==> config.mk <==
export PLATFORM = sky130hd
export DESIGN_NAME = virtual_time_fair_queue_scheduler_core
export DESIGN_NICKNAME = d
export VERILOG_FILES = /design/src/hdl/vfq_pkg.sv /design/src/hdl/virtual_time_fair_queue_scheduler_core.sv /design/src/hdl/vfq_ram.sv /design/src/hdl/vfq_ctrl.sv /design/src/hdl/vfq_dp.sv
export SDC_FILE = /design/constraint.sdc
export NUM_CORES = 2
export LEC_CHECK = 0
export ABC_AREA = 1
export BUFFER_PORTS_ARGS = -buffer_cell sky130_fd_sc_hd__buf_2
export CORE_UTILIZATION = 56
export DETAILED_ROUTE_END_ITERATION = 16
export PLACE_DENSITY_LB_ADDON = 0.1
export SETUP_SLACK_MARGIN = 0.5
export SYNTH_ARGS = -nofsm -noshare
export SYNTH_HDL_FRONTEND = slang
export SYNTH_SLANG_ARGS = --single-unit
export TNS_END_PERCENT = 10
==> constraint.sdc <==
create_clock -name clk -period 11.53 [get_ports clk]
set_input_delay 0.5765 -clock clk [delete_from_list [all_inputs] [get_ports clk]]
set_output_delay 0.5765 -clock clk [all_outputs]
set_load 0.01 [all_outputs]
==> src/hdl/vfq_pkg.sv <==
// Shared types, codes and defaults for the virtual-time fair queue scheduler.
`default_nettype none
package vfq_pkg;

  localparam int NUM_FLOWS_D  = 16;
  localparam int TIME_WIDTH_D = 32;
  localparam int LEN_WIDTH_D  = 16;

  localparam logic [1:0] FN_SUBMIT  = 2'd0;
  localparam logic [1:0] FN_DONE    = 2'd1;
  localparam logic [1:0] FN_RELEASE = 2'd2;
  localparam logic [1:0] FN_JOB     = 2'd3;

  localparam logic CFG_MAX_VT = 1'b0;
  localparam logic CFG_CANCEL = 1'b1;

  typedef struct packed {
    logic [1:0]  func;
    logic [3:0]  flow_id;
    logic [15:0] packet_length;
  } in_t;

  typedef struct packed {
    logic        send_valid;
    logic [3:0]  send_flow;
    logic [15:0] send_length;
    logic        done_valid;
    logic [3:0]  done_flow;
    logic        cancel_valid;
    logic        status;
  } out_t;

  typedef struct packed {
    logic latch;
    logic decide;
    logic clr_cnt;
    logic scan_en;
    logic apply;
    logic reb_en;
    logic launch;
    logic load_out;
  } cmd_t;

  typedef struct packed {
    logic illegal;
    logic is_release;
    logic scan_last;
    logic rebase;
    logic launch_next;
  } sts_t;

endpackage
`default_nettype wire

==> src/hdl/virtual_time_fair_queue_scheduler_core.sv <==
// Top level of the virtual-time fair queue scheduler.
//
//  channel | direction | handshake          | payload
//  in_     | input     | in_valid/in_stall  | in_data  (func, flow_id, packet_length)
//  out_    | output    | out_valid/out_stall| out_data (send, done, cancel, status)
//  cfg_    | input     | cfg_we             | cfg_addr, cfg_wdata
//
// Release and illegal commands skip the sweep; submit, done and job runs sweep the
// flow time RAM one flow per cycle, adding a length read and launch step when they
// launch a packet, and a done that rebases sweeps it a second time.
// One command is in flight at a time; a new one is taken while the last result waits.
// Synchronous reset clears all flow state; no clearing pass is needed.
`default_nettype none
module virtual_time_fair_queue_scheduler_core #(
  parameter int NUM_FLOWS  = vfq_pkg::NUM_FLOWS_D,
  parameter int TIME_WIDTH = vfq_pkg::TIME_WIDTH_D,
  parameter int LEN_WIDTH  = vfq_pkg::LEN_WIDTH_D
) (
  input  wire logic         clk,
  input  wire logic         rst_n,
  input  wire logic         in_valid,
  output logic              in_stall,
  input  wire vfq_pkg::in_t in_data,
  output logic              out_valid,
  input  wire logic         out_stall,
  output vfq_pkg::out_t     out_data,
  input  wire logic         cfg_we,
  input  wire logic         cfg_addr,
  input  wire logic [31:0]  cfg_wdata
);

  vfq_pkg::cmd_t cmd;
  vfq_pkg::sts_t sts;

  vfq_ctrl u_ctrl (
    .clk       (clk),
    .rst_n     (rst_n),
    .in_valid  (in_valid),
    .in_stall  (in_stall),
    .out_valid (out_valid),
    .out_stall (out_stall),
    .sts       (sts),
    .cmd       (cmd)
  );

  vfq_dp #(
    .NUM_FLOWS  (NUM_FLOWS),
    .TIME_WIDTH (TIME_WIDTH),
    .LEN_WIDTH  (LEN_WIDTH)
  ) u_dp (
    .clk       (clk),
    .rst_n     (rst_n),
    .in_data   (in_data),
    .out_data  (out_data),
    .cfg_we    (cfg_we),
    .cfg_addr  (cfg_addr),
    .cfg_wdata (cfg_wdata),
    .cmd       (cmd),
    .sts       (sts)
  );

endmodule
`default_nettype wire

==> src/hdl/vfq_ram.sv <==
// Generic single-write, single-read RAM with registered read data.
`default_nettype none
module vfq_ram #(
  parameter int WIDTH = 32,
  parameter int DEPTH = 16
) (
  input  wire logic                     clk,
  input  wire logic                     we,
  input  wire logic [$clog2(DEPTH)-1:0] waddr,
  input  wire logic [WIDTH-1:0]         wdata,
  input  wire logic [$clog2(DEPTH)-1:0] raddr,
  output logic      [WIDTH-1:0]         rdata
);

  logic [WIDTH-1:0] mem_r [DEPTH];

  always_ff @(posedge clk) begin
    if (we) begin
      mem_r[waddr] <= wdata;
    end
    rdata <= mem_r[raddr];
  end

endmodule
`default_nettype wire

==> src/hdl/vfq_ctrl.sv <==
// Sequencer for the scheduler: accept, check, scan, apply, rebase, launch, deliver.
`default_nettype none
module vfq_ctrl (
  input  wire logic          clk,
  input  wire logic          rst_n,
  input  wire logic          in_valid,
  output logic               in_stall,
  output logic               out_valid,
  input  wire logic          out_stall,
  input  wire vfq_pkg::sts_t sts,
  output vfq_pkg::cmd_t      cmd
);

  typedef enum logic [7:0] {
    S_IDLE   = 8'b0000_0001,
    S_DECIDE = 8'b0000_0010,
    S_SCAN   = 8'b0000_0100,
    S_APPLY  = 8'b0000_1000,
    S_REBASE = 8'b0001_0000,
    S_LREAD  = 8'b0010_0000,
    S_LAUNCH = 8'b0100_0000,
    S_FIN    = 8'b1000_0000
  } state_t;

  state_t state_r, state_nxt;
  logic   out_valid_r, out_valid_nxt;
  logic   out_free;

  assign out_free  = !out_valid_r || !out_stall;
  assign in_stall  = (state_r != S_IDLE);
  assign out_valid = out_valid_r;

  always_comb begin
    cmd          = '0;
    cmd.latch    = (state_r == S_IDLE) && in_valid;
    cmd.decide   = (state_r == S_DECIDE);
    cmd.clr_cnt  = (state_r == S_DECIDE) || (state_r == S_APPLY);
    cmd.scan_en  = (state_r == S_SCAN);
    cmd.apply    = (state_r == S_APPLY);
    cmd.reb_en   = (state_r == S_REBASE);
    cmd.launch   = (state_r == S_LAUNCH);
    cmd.load_out = (state_r == S_FIN) && out_free;
  end

  always_comb begin
    state_nxt = state_r;
    unique case (state_r)
      S_IDLE:   if (in_valid) state_nxt = S_DECIDE;
      S_DECIDE: begin
        if (sts.illegal || sts.is_release) state_nxt = S_FIN;
        else                               state_nxt = S_SCAN;
      end
      S_SCAN:   if (sts.scan_last) state_nxt = S_APPLY;
      S_APPLY: begin
        if (sts.rebase)           state_nxt = S_REBASE;
        else if (sts.launch_next) state_nxt = S_LREAD;
        else                      state_nxt = S_FIN;
      end
      S_REBASE: if (sts.scan_last) state_nxt = S_FIN;
      S_LREAD:  state_nxt = S_LAUNCH;
      S_LAUNCH: state_nxt = S_FIN;
      S_FIN:    if (out_free) state_nxt = S_IDLE;
      default:  state_nxt = S_IDLE;
    endcase
  end

  always_comb begin
    out_valid_nxt = out_valid_r;
    if (cmd.load_out)    out_valid_nxt = 1'b1;
    else if (!out_stall) out_valid_nxt = 1'b0;
  end

  always_ff @(posedge clk) begin
    if (!rst_n) begin
      state_r     <= S_IDLE;
      out_valid_r <= 1'b0;
    end else begin
      state_r     <= state_nxt;
      out_valid_r <= out_valid_nxt;
    end
  end

endmodule
`default_nettype wire

==> src/hdl/vfq_dp.sv <==
// Datapath: flow tables, scan accumulators, time arithmetic and result register.
`default_nettype none
module vfq_dp #(
  parameter int NUM_FLOWS  = vfq_pkg::NUM_FLOWS_D,
  parameter int TIME_WIDTH = vfq_pkg::TIME_WIDTH_D,
  parameter int LEN_WIDTH  = vfq_pkg::LEN_WIDTH_D
) (
  input  wire logic          clk,
  input  wire logic          rst_n,
  input  wire vfq_pkg::in_t  in_data,
  output vfq_pkg::out_t      out_data,
  input  wire logic          cfg_we,
  input  wire logic          cfg_addr,
  input  wire logic [31:0]   cfg_wdata,
  input  wire vfq_pkg::cmd_t cmd,
  output vfq_pkg::sts_t      sts
);

  localparam int IW = $clog2(NUM_FLOWS);
  localparam int TW = TIME_WIDTH;
  localparam int LW = LEN_WIDTH;
  localparam int CW = (TW > 32) ? TW : 32;
  localparam logic [IW:0]   NUM_C  = (IW + 1)'(NUM_FLOWS);
  localparam logic [IW-1:0] LAST_I = IW'(NUM_FLOWS - 1);
  localparam logic [CW-1:0] TMASK  = CW'({TW{1'b1}});

  // command latch and configuration
  logic [1:0]    func_r, func_nxt;
  logic [3:0]    fid_r, fid_nxt;
  logic [LW-1:0] len_r, len_nxt;
  logic [31:0]   max_vt_r, max_vt_nxt;
  logic          cancel_en_r, cancel_en_nxt;

  // scheduler state
  logic [NUM_FLOWS-1:0] waiting_r, waiting_nxt;
  logic                 snd_act_r, snd_act_nxt;
  logic [IW-1:0]        snd_idx_r, snd_idx_nxt;
  logic [LW-1:0]        snd_bytes_r, snd_bytes_nxt;
  logic                 prv_act_r, prv_act_nxt;
  logic [IW-1:0]        prv_idx_r, prv_idx_nxt;
  logic                 job_r, job_nxt;
  logic [NUM_FLOWS-1:0] vld_r, vld_nxt;

  // scan pipeline and accumulators
  logic [IW:0]   cnt_r, cnt_nxt;
  logic          rd_v_r, rd_v_nxt;
  logic [IW-1:0] rd_i_r, rd_i_nxt;
  logic          rvld_r, rvld_nxt;
  logic          have_r, have_nxt;
  logic [TW-1:0] min_v_r, min_v_nxt;
  logic [IW-1:0] min_i_r, min_i_nxt;
  logic [TW-1:0] vt_w_r, vt_w_nxt;
  logic [TW-1:0] vt_s_r, vt_s_nxt;
  logic [TW-1:0] vt_p_r, vt_p_nxt;
  logic [TW-1:0] sub_r, sub_nxt;

  vfq_pkg::out_t res_r, res_nxt;
  vfq_pkg::out_t out_r, out_nxt;

  // RAM ports
  logic          vt_we, len_we;
  logic [IW-1:0] vt_waddr;
  logic [TW-1:0] vt_wdata, vt_q, rd_data;
  logic [LW-1:0] len_q;

  logic [IW-1:0] fidx, widx;
  logic          f_ok, scanning;
  logic [TW-1:0] ct, new_vt, lim, amt, reb_val;
  logic [CW-1:0] max_ext;
  logic          need_reb;

  assign fidx     = IW'(fid_r);
  assign f_ok     = (32'(fid_r) < 32'(NUM_FLOWS));
  assign widx     = (func_r == vfq_pkg::FN_SUBMIT) ? fidx : snd_idx_r;
  assign rd_data  = rvld_r ? vt_q : '0;
  assign scanning = cmd.scan_en || cmd.reb_en;
  assign amt      = TW'(snd_bytes_r);
  assign max_ext  = CW'(max_vt_r);
  assign lim      = (max_ext > TMASK) ? TW'(TMASK) : TW'(max_ext);
  assign need_reb = (vt_w_r > lim) || (amt > lim - vt_w_r);

  // current virtual time from the scan results
  always_comb begin
    if (snd_act_r) begin
      ct = vt_s_r;
    end else begin
      ct = have_r ? min_v_r : '0;
      if (prv_act_r && (!have_r || vt_p_r < min_v_r)) ct = vt_p_r;
    end
  end

  always_comb begin
    if (prv_act_r && prv_idx_r == fidx) new_vt = vt_w_r;
    else                                new_vt = (ct > vt_w_r) ? ct : vt_w_r;
  end

  always_comb begin
    if (rd_i_r == widx)    reb_val = rd_data - sub_r + amt;
    else if (sub_r > rd_data) reb_val = '0;
    else                   reb_val = rd_data - sub_r;
  end

  always_comb begin
    sts             = '0;
    sts.is_release  = (func_r == vfq_pkg::FN_RELEASE);
    sts.scan_last   = rd_v_r && (rd_i_r == LAST_I);
    sts.rebase      = (func_r == vfq_pkg::FN_DONE) && need_reb;
    case (func_r)
      vfq_pkg::FN_SUBMIT:  sts.illegal = !f_ok || waiting_r[fidx] ||
                                         (snd_act_r && snd_idx_r == fidx);
      vfq_pkg::FN_DONE:    sts.illegal = !snd_act_r || job_r;
      vfq_pkg::FN_RELEASE: sts.illegal = !cancel_en_r || !snd_act_r || !f_ok ||
                                         snd_idx_r != fidx || job_r;
      default:             sts.illegal = !job_r || snd_act_r;
    endcase
    case (func_r)
      vfq_pkg::FN_SUBMIT: sts.launch_next = !snd_act_r && !job_r;
      vfq_pkg::FN_JOB:    sts.launch_next = have_r;
      default:            sts.launch_next = 1'b0;
    endcase
  end

  always_comb begin
    func_nxt      = func_r;
    fid_nxt       = fid_r;
    len_nxt       = len_r;
    max_vt_nxt    = max_vt_r;
    cancel_en_nxt = cancel_en_r;
    waiting_nxt   = waiting_r;
    snd_act_nxt   = snd_act_r;
    snd_idx_nxt   = snd_idx_r;
    snd_bytes_nxt = snd_bytes_r;
    prv_act_nxt   = prv_act_r;
    prv_idx_nxt   = prv_idx_r;
    job_nxt       = job_r;
    vld_nxt       = vld_r;
    cnt_nxt       = cnt_r;
    rd_v_nxt      = 1'b0;
    rd_i_nxt      = cnt_r[IW-1:0];
    rvld_nxt      = vld_r[cnt_r[IW-1:0]];
    have_nxt      = have_r;
    min_v_nxt     = min_v_r;
    min_i_nxt     = min_i_r;
    vt_w_nxt      = vt_w_r;
    vt_s_nxt      = vt_s_r;
    vt_p_nxt      = vt_p_r;
    sub_nxt       = sub_r;
    res_nxt       = res_r;
    out_nxt       = out_r;
    vt_we         = 1'b0;
    vt_waddr      = widx;
    vt_wdata      = new_vt;
    len_we        = 1'b0;

    if (cfg_we) begin
      if (cfg_addr == vfq_pkg::CFG_MAX_VT) max_vt_nxt    = cfg_wdata;
      else                                 cancel_en_nxt = cfg_wdata[0];
    end

    if (cmd.latch) begin
      func_nxt = in_data.func;
      fid_nxt  = in_data.flow_id;
      len_nxt  = in_data.packet_length[LW-1:0];
      have_nxt = 1'b0;
      res_nxt  = '0;
    end

    if (cmd.decide) begin
      if (sts.illegal) begin
        res_nxt.status = 1'b1;
      end else if (sts.is_release) begin
        snd_act_nxt          = 1'b0;
        job_nxt              = 1'b1;
        res_nxt.cancel_valid = 1'b1;
      end
    end

    if (cmd.clr_cnt) cnt_nxt = '0;

    // issue one read per cycle while the sweep runs
    if (scanning && cnt_r < NUM_C) begin
      rd_v_nxt = 1'b1;
      cnt_nxt  = cnt_r + 1'b1;
    end

    if (cmd.scan_en && rd_v_r) begin
      if (waiting_r[rd_i_r] && (!have_r || rd_data < min_v_r)) begin
        have_nxt  = 1'b1;
        min_v_nxt = rd_data;
        min_i_nxt = rd_i_r;
      end
      if (rd_i_r == widx)      vt_w_nxt = rd_data;
      if (rd_i_r == snd_idx_r) vt_s_nxt = rd_data;
      if (rd_i_r == prv_idx_r) vt_p_nxt = rd_data;
    end

    if (cmd.reb_en && rd_v_r) begin
      vt_we    = 1'b1;
      vt_waddr = rd_i_r;
      vt_wdata = reb_val;
    end

    if (cmd.apply) begin
      case (func_r)
        vfq_pkg::FN_SUBMIT: begin
          vt_we  = 1'b1;
          len_we = 1'b1;
          if (prv_act_r && prv_idx_r == fidx) prv_act_nxt = 1'b0;
          waiting_nxt[fidx] = 1'b1;
          if (!have_r || new_vt < min_v_r || (new_vt == min_v_r && fidx < min_i_r)) begin
            have_nxt  = 1'b1;
            min_v_nxt = new_vt;
            min_i_nxt = fidx;
          end
        end
        vfq_pkg::FN_DONE: begin
          snd_act_nxt        = 1'b0;
          prv_act_nxt        = 1'b1;
          prv_idx_nxt        = snd_idx_r;
          job_nxt            = 1'b1;
          res_nxt.done_valid = 1'b1;
          res_nxt.done_flow  = 4'(snd_idx_r);
          sub_nxt            = have_r ? min_v_r : vt_w_r;
          if (!need_reb) begin
            vt_we    = 1'b1;
            vt_wdata = vt_w_r + amt;
          end
        end
        default: begin
          job_nxt     = 1'b0;
          prv_act_nxt = 1'b0;
        end
      endcase
    end

    if (cmd.launch) begin
      waiting_nxt[min_i_r] = 1'b0;
      snd_act_nxt          = 1'b1;
      snd_idx_nxt          = min_i_r;
      snd_bytes_nxt        = len_q;
      res_nxt.send_valid   = 1'b1;
      res_nxt.send_flow    = 4'(min_i_r);
      res_nxt.send_length  = 16'(len_q);
    end

    if (vt_we) vld_nxt[vt_waddr] = 1'b1;

    if (cmd.load_out) out_nxt = res_r;
  end

  always_ff @(posedge clk) begin
    if (!rst_n) begin
      max_vt_r    <= '1;
      cancel_en_r <= 1'b0;
      waiting_r   <= '0;
      snd_act_r   <= 1'b0;
      snd_idx_r   <= '0;
      snd_bytes_r <= '0;
      prv_act_r   <= 1'b0;
      prv_idx_r   <= '0;
      job_r       <= 1'b0;
      vld_r       <= '0;
      cnt_r       <= '0;
      rd_v_r      <= 1'b0;
    end else begin
      max_vt_r    <= max_vt_nxt;
      cancel_en_r <= cancel_en_nxt;
      waiting_r   <= waiting_nxt;
      snd_act_r   <= snd_act_nxt;
      snd_idx_r   <= snd_idx_nxt;
      snd_bytes_r <= snd_bytes_nxt;
      prv_act_r   <= prv_act_nxt;
      prv_idx_r   <= prv_idx_nxt;
      job_r       <= job_nxt;
      vld_r       <= vld_nxt;
      cnt_r       <= cnt_nxt;
      rd_v_r      <= rd_v_nxt;
    end
  end

  always_ff @(posedge clk) begin
    func_r  <= func_nxt;
    fid_r   <= fid_nxt;
    len_r   <= len_nxt;
    rd_i_r  <= rd_i_nxt;
    rvld_r  <= rvld_nxt;
    have_r  <= have_nxt;
    min_v_r <= min_v_nxt;
    min_i_r <= min_i_nxt;
    vt_w_r  <= vt_w_nxt;
    vt_s_r  <= vt_s_nxt;
    vt_p_r  <= vt_p_nxt;
    sub_r   <= sub_nxt;
    res_r   <= res_nxt;
    out_r   <= out_nxt;
  end

  assign out_data = out_r;

  vfq_ram #(.WIDTH(TW), .DEPTH(NUM_FLOWS)) u_vt_ram (
    .clk   (clk),
    .we    (vt_we),
    .waddr (vt_waddr),
    .wdata (vt_wdata),
    .raddr (cnt_r[IW-1:0]),
    .rdata (vt_q)
  );

  vfq_ram #(.WIDTH(LW), .DEPTH(NUM_FLOWS)) u_len_ram (
    .clk   (clk),
    .we    (len_we),
    .waddr (fidx),
    .wdata (len_r),
    .raddr (min_i_r),
    .rdata (len_q)
  );

endmodule
`default_nettype wire

==> impl_summary.md <==
Clock network
The root buffer cell is sky130_fd_sc_hd__clkbuf_16. The source-to-sink clock delay at the later pin of the worst-skew pair is ~720 ps. The number of clock sinks is ~1,200. The clock tree synthesis step divided the H-tree into 3 levels. The maximum count of clock buffers along a single path is 3. Buffers inserted during clock tree synthesis total roughly 120. The CTS tree is built. Gates resized during post-CTS repair numbered 0.

The clock slew seen by the registers of the worst setup and hold paths is ~70 ps.

Synth
The number of nets in the synthesized netlist is between 5,000 and 6,000. The xor and xnor fraction of the mapped netlist area is between 1 and 1.5%. After technology mapping, the gate count stands at 5,517.

Multiplexer cells account for under 10% of the synthesized area. Counting flops with an async set or reset pin after synthesis yields a share of 0%. The synthesized cell area is roughly 56,000 sq um. Counting flops and latches in the post-synthesis netlist gives 1,171. The synthesized design devotes to its leading area cell type approximately half of total area. Ranked by total cell area, the synthesized netlist is headed by sky130_fd_sc_hd__edfxtp_1, sky130_fd_sc_hd__dfxtp_1, sky130_fd_sc_hd__nand2_1, sky130_fd_sc_hd__ha_1, sky130_fd_sc_hd__inv_1. The dominant combinational cell family by area after synthesis is simple AND/OR/NAND/NOR gates. The synthesized design spends more area on one cell type than any other, namely sky130_fd_sc_hd__edfxtp_1.

The post-synthesis average cell area is between 10 and 15 sq um. The number of different library cells in the post-synthesis netlist is 64. For this run, the number of Yosys warnings is 0. The share of the Yosys chip area taken by registers is between 50 and 60%. Of the total synthesized cell area, the portion taken by full adders, half adders and majority gates is under 10%.

The synthesized-area fraction occupied by ao, oa, aoi and oai cells is between 10 and 15%. The simple-gate area share of the yosys netlist is 14.02%. The most common cell in the synthesized netlist is sky130_fd_sc_hd__nand2_1. The number of synthesized flops with an enable pin is between 900 and 1,000. For this run, the leading register cell type out of synthesis is sky130_fd_sc_hd__edfxtp_1. By count the netlist is led by sky130_fd_sc_hd__nand2_1, sky130_fd_sc_hd__edfxtp_1, sky130_fd_sc_hd__inv_1, sky130_fd_sc_hd__a21oi_1, sky130_fd_sc_hd__nand3_1.

Routing
Before antenna repair, the detailed router went through 6 iterations. The sum of routed wire length over all layers is 172.2 mm. The detail route stage leaves a number of antenna-violating nets equal to 0.

The routed layout has approximately 42,000 vias. For this run, design rule violations remaining after detail routing come to 0. The DRC violation total after the first TritonRoute iteration is 5,211.

The routed length per instance is 24.63 um. In the routed layout, each cell is associated on average with a via count of slightly above 6.

Power and ir drop
Combinational logic burns 2.8% of the power. Cell internal power was estimated by the tool at 0.006839 W. IR analysis of the VDD net gives a maximum drop of 0.1368 mV.

The total power per unit cell area is approximately 140 nW/um^2. Net switching is 21.59% of the power. Power comes to between 0.008 and 0.009 W. The total leakage power is about 25 nW. The clock network accounts for around 44% of the total power. The power spent charging and discharging nets is around 0.0019 W. Sequential cells account for roughly 53% of the total power.

Setup path
The critical path ends at u_dp.min_v_r[29]$_DFF_P_. STA classifies the critical path endpoint as a flop. Across all register-to-register paths, the minimum setup slack is between 2000 and 3000 ps. The data required time at the worst endpoint is around 12,000 ps. At the worst endpoint, the arrival time is between 9000 and 10,000 ps. The largest fanout on the critical path is 34. The most numerous cell type found on the critical path is sky130_fd_sc_hd__nand2_1.

The slowest stage of the critical path is the sky130_fd_sc_hd__nor4_1 cell. The sort of element at the start of the critical path is a flop. By startpoint and endpoint, the worst setup path is classified as flop to flop.

The number of cells on the worst reg-to-reg path is 37. The startpoint identified for the worst register-to-register timing path is u_dp.vt_p_r[13]$_DFFE_PP_. The launching element of the worst setup path is u_dp.vt_p_r[13]$_DFFE_PP_. The largest single stage delay on the critical path is around 1100 ps. The capturing point of the worst reg2reg path is u_dp.min_v_r[29]$_DFF_P_.

Floorplan
The number of ports placed on the die boundary is 90. Once the floorplan was initialized, standard cells occupied 56.49% of the core. The die outline area is a little over 100,000 sq um. The vertical extent of the die is roughly 320 um. The number of placement rows is between 100 and 150. The core area is between 100,000 and 150,000 sq um. The die width is between 300 and 400 um.

Placed design
The port buffer count is 89. In this run the cell area measured after placement is 58,340 sq um. Once detailed placement completed, the half-perimeter wirelength came to 111.3 mm. The placer congestion estimate is approximately 1.0.

Global route
The wire length of the first global-routing pass is between 200 and 300 mm. For this run the aggregate overflow at the end of global routing stands at 0. In this run the most used layer during global routing was met2. The maximum number of pins on one net before global-route repair is 207.

Global routing used ~51% of the available met2 tracks. The routing usage on met3 is about 5.3%. The via count of the first global-routing pass came to a little under 40,000. The number of antenna violations at the first check in global routing was 3. For this run, the total global-route usage over all layers was measured as about a third. The met1 track demand over resource in global routing is a little under half.

Timing
For the finished layout, the period the worst path requires is about 8800 ps. The achievable clock frequency is approximately 0.11 GHz. The final clock period utilization by the worst path is between 70% and 80%.

The setup total negative slack is 0 ps. The worst-case hold slack is between 30 and 40 ps. The final number of max-transition violations is 0. Setup repair after global routing left no endpoint under its margin. Measured against its own limit, the worst slew margin works out to 1.668%. The final count of hold timing violations came to 0. The worst-margin pin slew is around 1500 ps. Setup violations remaining at the end of the flow were counted as 0.

On the final layout, the worst clock skew is between 40 and 50 ps.

Hold path
The worst min-delay path category is primary input to flop. The cell depth of the worst hold path is 1.

Cells and area
The number of fill cells in the layout is just over 8,000. The synthesis-to-layout area growth is 10.40%. The final instance area is just over 60,000 sq um. The post-route netlist has ~8.6% of its cells at a drive strength greater than 1. The fraction of the core area covered by cells at the end of the flow is between 60 and 70%. The final layout net count is ~5,900.

Status
The checks that failed: capacitance limit. The run finished, with violations left.

Flow run
Max-cap violations in this run came to 1.
[worst min-delay path by stage]
| stage | endpoint | startpoint | slack, ps |
|---|---|---|---|
| 2_1_floorplan | u_dp.rd_i_r[2]$_DFF_P_ | u_dp.cnt_r[2]$_SDFFE_PN0P_ | 330 |
| 3_3_place_gp | u_dp.out_data[18]$_DFFE_PP_ | u_dp.res_r[18]$_DFFE_PP_ | 400 |
| 6_report | u_dp.len_r[13]$_DFFE_PP_ | in_data[13] | 40 |
| 5_1_grt | u_dp.len_r[8]$_DFFE_PP_ | in_data[8] | 9 |
| 4_1_cts | u_dp.len_r[7]$_DFFE_PP_ | in_data[7] | 0.4 |
| 3_5_place_dp | u_dp.out_data[10]$_DFFE_PP_ | u_dp.res_r[10]$_DFFE_PP_ | 400 |
[registers in the layout (all words and copies together) (netlist names), 32 cells and up]
signal and flops:
u_dp.max_ext 32, u_dp.min_v_r 32, u_dp.sub_r 32, u_dp.u_len_ram.mem_r 256
u_dp.u_vt_ram.mem_r 512, u_dp.u_vt_ram.rdata 32, u_dp.vt_p_r 32, u_dp.vt_s_r 32
u_dp.vt_w_r 32
[kinds of logic after synthesis]
| family | Yosys count |
|---|---|
| compound gates | 1164 |
| xor+xnor | 76 |
| fa+ha+maj | 251 |
| buf+inv | 876 |
| mux | 128 |
| flops | 1171 |
| simple gates | 1851 |
[metal layers]
| metal | share of wire, % | up-vias |
|---|---|---|
| li1 | - | 19470 |
| met1 | 42 | 20370 |
| met2 | 44 | 2011 |
| met3 | 9.0 | 376 |
| met4 | 4.5 | 2 |
| met5 | 0.0081 | - |
[what timing repair did]
action                                 4_1_cts  5_1_grt
endpoints found under the hold margin       10        0
hold buffers                                10        0
setup buffers                                0        0
[layout make-up]
class / instances / area, sq um / share of cell area (%)
Antenna cell: 1 / 2.502 / 0.004012
Clock buffer: 154 / 3229 / 5.178
Clock inverter: 69 / 693.2 / 1.111
Inverter: 655 / 2464 / 3.950
Multi-Input combinational cell: 3470 / 20120 / 32.26
Sequential cell: 1171 / 33130 / 53.11
Tap cell: 1298 / 1624 / 2.604
Timing Repair Buffer: 172 / 1106 / 1.773
[worst max-delay path: cells and delay by family (launching register included)]
family | cells | cell delay (ps)
adders and majority gates | 3 | 920
buffers and inverters | 4 | 1310
AOI/OAI and AO/OA | 4 | 940
DFF | 1 | 400
and+or+nand+nor | 26 | 5140
[through the flow]
step / worst slack (ps) / std cells
after floorplan: 6291 / 5517
after global placement: 3409 / 6756
after detailed placement: 3225 / 6756
after CTS: 3147 / 6989
after global routing: 2564 / 6989
final: 2680 / 6990
[cell usage in the layout, fill, tap and decap left out, types with 10 or more instances in the layout]
master                          netlist  layout
sky130_fd_sc_hd__inv_1              637     618
sky130_fd_sc_hd__o21bai_1            10      10
sky130_fd_sc_hd__a2111o_1            16      16
sky130_fd_sc_hd__nand3_1            349     349
sky130_fd_sc_hd__and2_1              16      16
sky130_fd_sc_hd__a31oi_1             22      22
sky130_fd_sc_hd__clkinv_2             0      20
sky130_fd_sc_hd__nor2_2              17      35
sky130_fd_sc_hd__dlygate4sd3_1        0      10
sky130_fd_sc_hd__a211oi_1            10      10
sky130_fd_sc_hd__clkinvlp_4           0      10
sky130_fd_sc_hd__a21boi_0            19      19
sky130_fd_sc_hd__buf_4                3      72
sky130_fd_sc_hd__xnor2_1             32      32
sky130_fd_sc_hd__a21oi_1            399     397
sky130_fd_sc_hd__dfxtp_1            205     200
sky130_fd_sc_hd__o21ai_1             23      23
sky130_fd_sc_hd__xor2_1              42      42
sky130_fd_sc_hd__inv_2               14      32
sky130_fd_sc_hd__nand4_1             40      40
sky130_fd_sc_hd__o21ai_0            320     320
sky130_fd_sc_hd__or2_2               27      27
sky130_fd_sc_hd__o21a_1              18      18
sky130_fd_sc_hd__nor2_1             254     229
sky130_fd_sc_hd__clkinv_1             4      23
sky130_fd_sc_hd__ha_1               247     247
sky130_fd_sc_hd__nand2_1           1067    1066
sky130_fd_sc_hd__a22oi_1            134     134
sky130_fd_sc_hd__clkbuf_16            0     119
sky130_fd_sc_hd__a221oi_1            13      13
sky130_fd_sc_hd__clkbuf_8             0      12
sky130_fd_sc_hd__mux2i_1            128     128
sky130_fd_sc_hd__clkbuf_1           152      23
sky130_fd_sc_hd__o211ai_1           146     146
sky130_fd_sc_hd__buf_2               37      89
sky130_fd_sc_hd__nor3_1              32      32
sky130_fd_sc_hd__edfxtp_1           966     966
[power by group through the flow]
| stage | Clock (W) | Combinational [W] | Sequential [W] |
|---|---|---|---|
| after floorplan | 0 | 0.000166 | 0.00469 |
| after global placement | 0 | 0.000237 | 0.00470 |
| after detailed placement | 0 | 0.000239 | 0.00470 |
| after CTS | 0.00390 | 0.000243 | 0.00461 |
| after global routing | 0.00406 | 0.000274 | 0.00462 |
| final | 0.00386 | 0.000245 | 0.00461 |
Power figures use the tool's default switching activity.
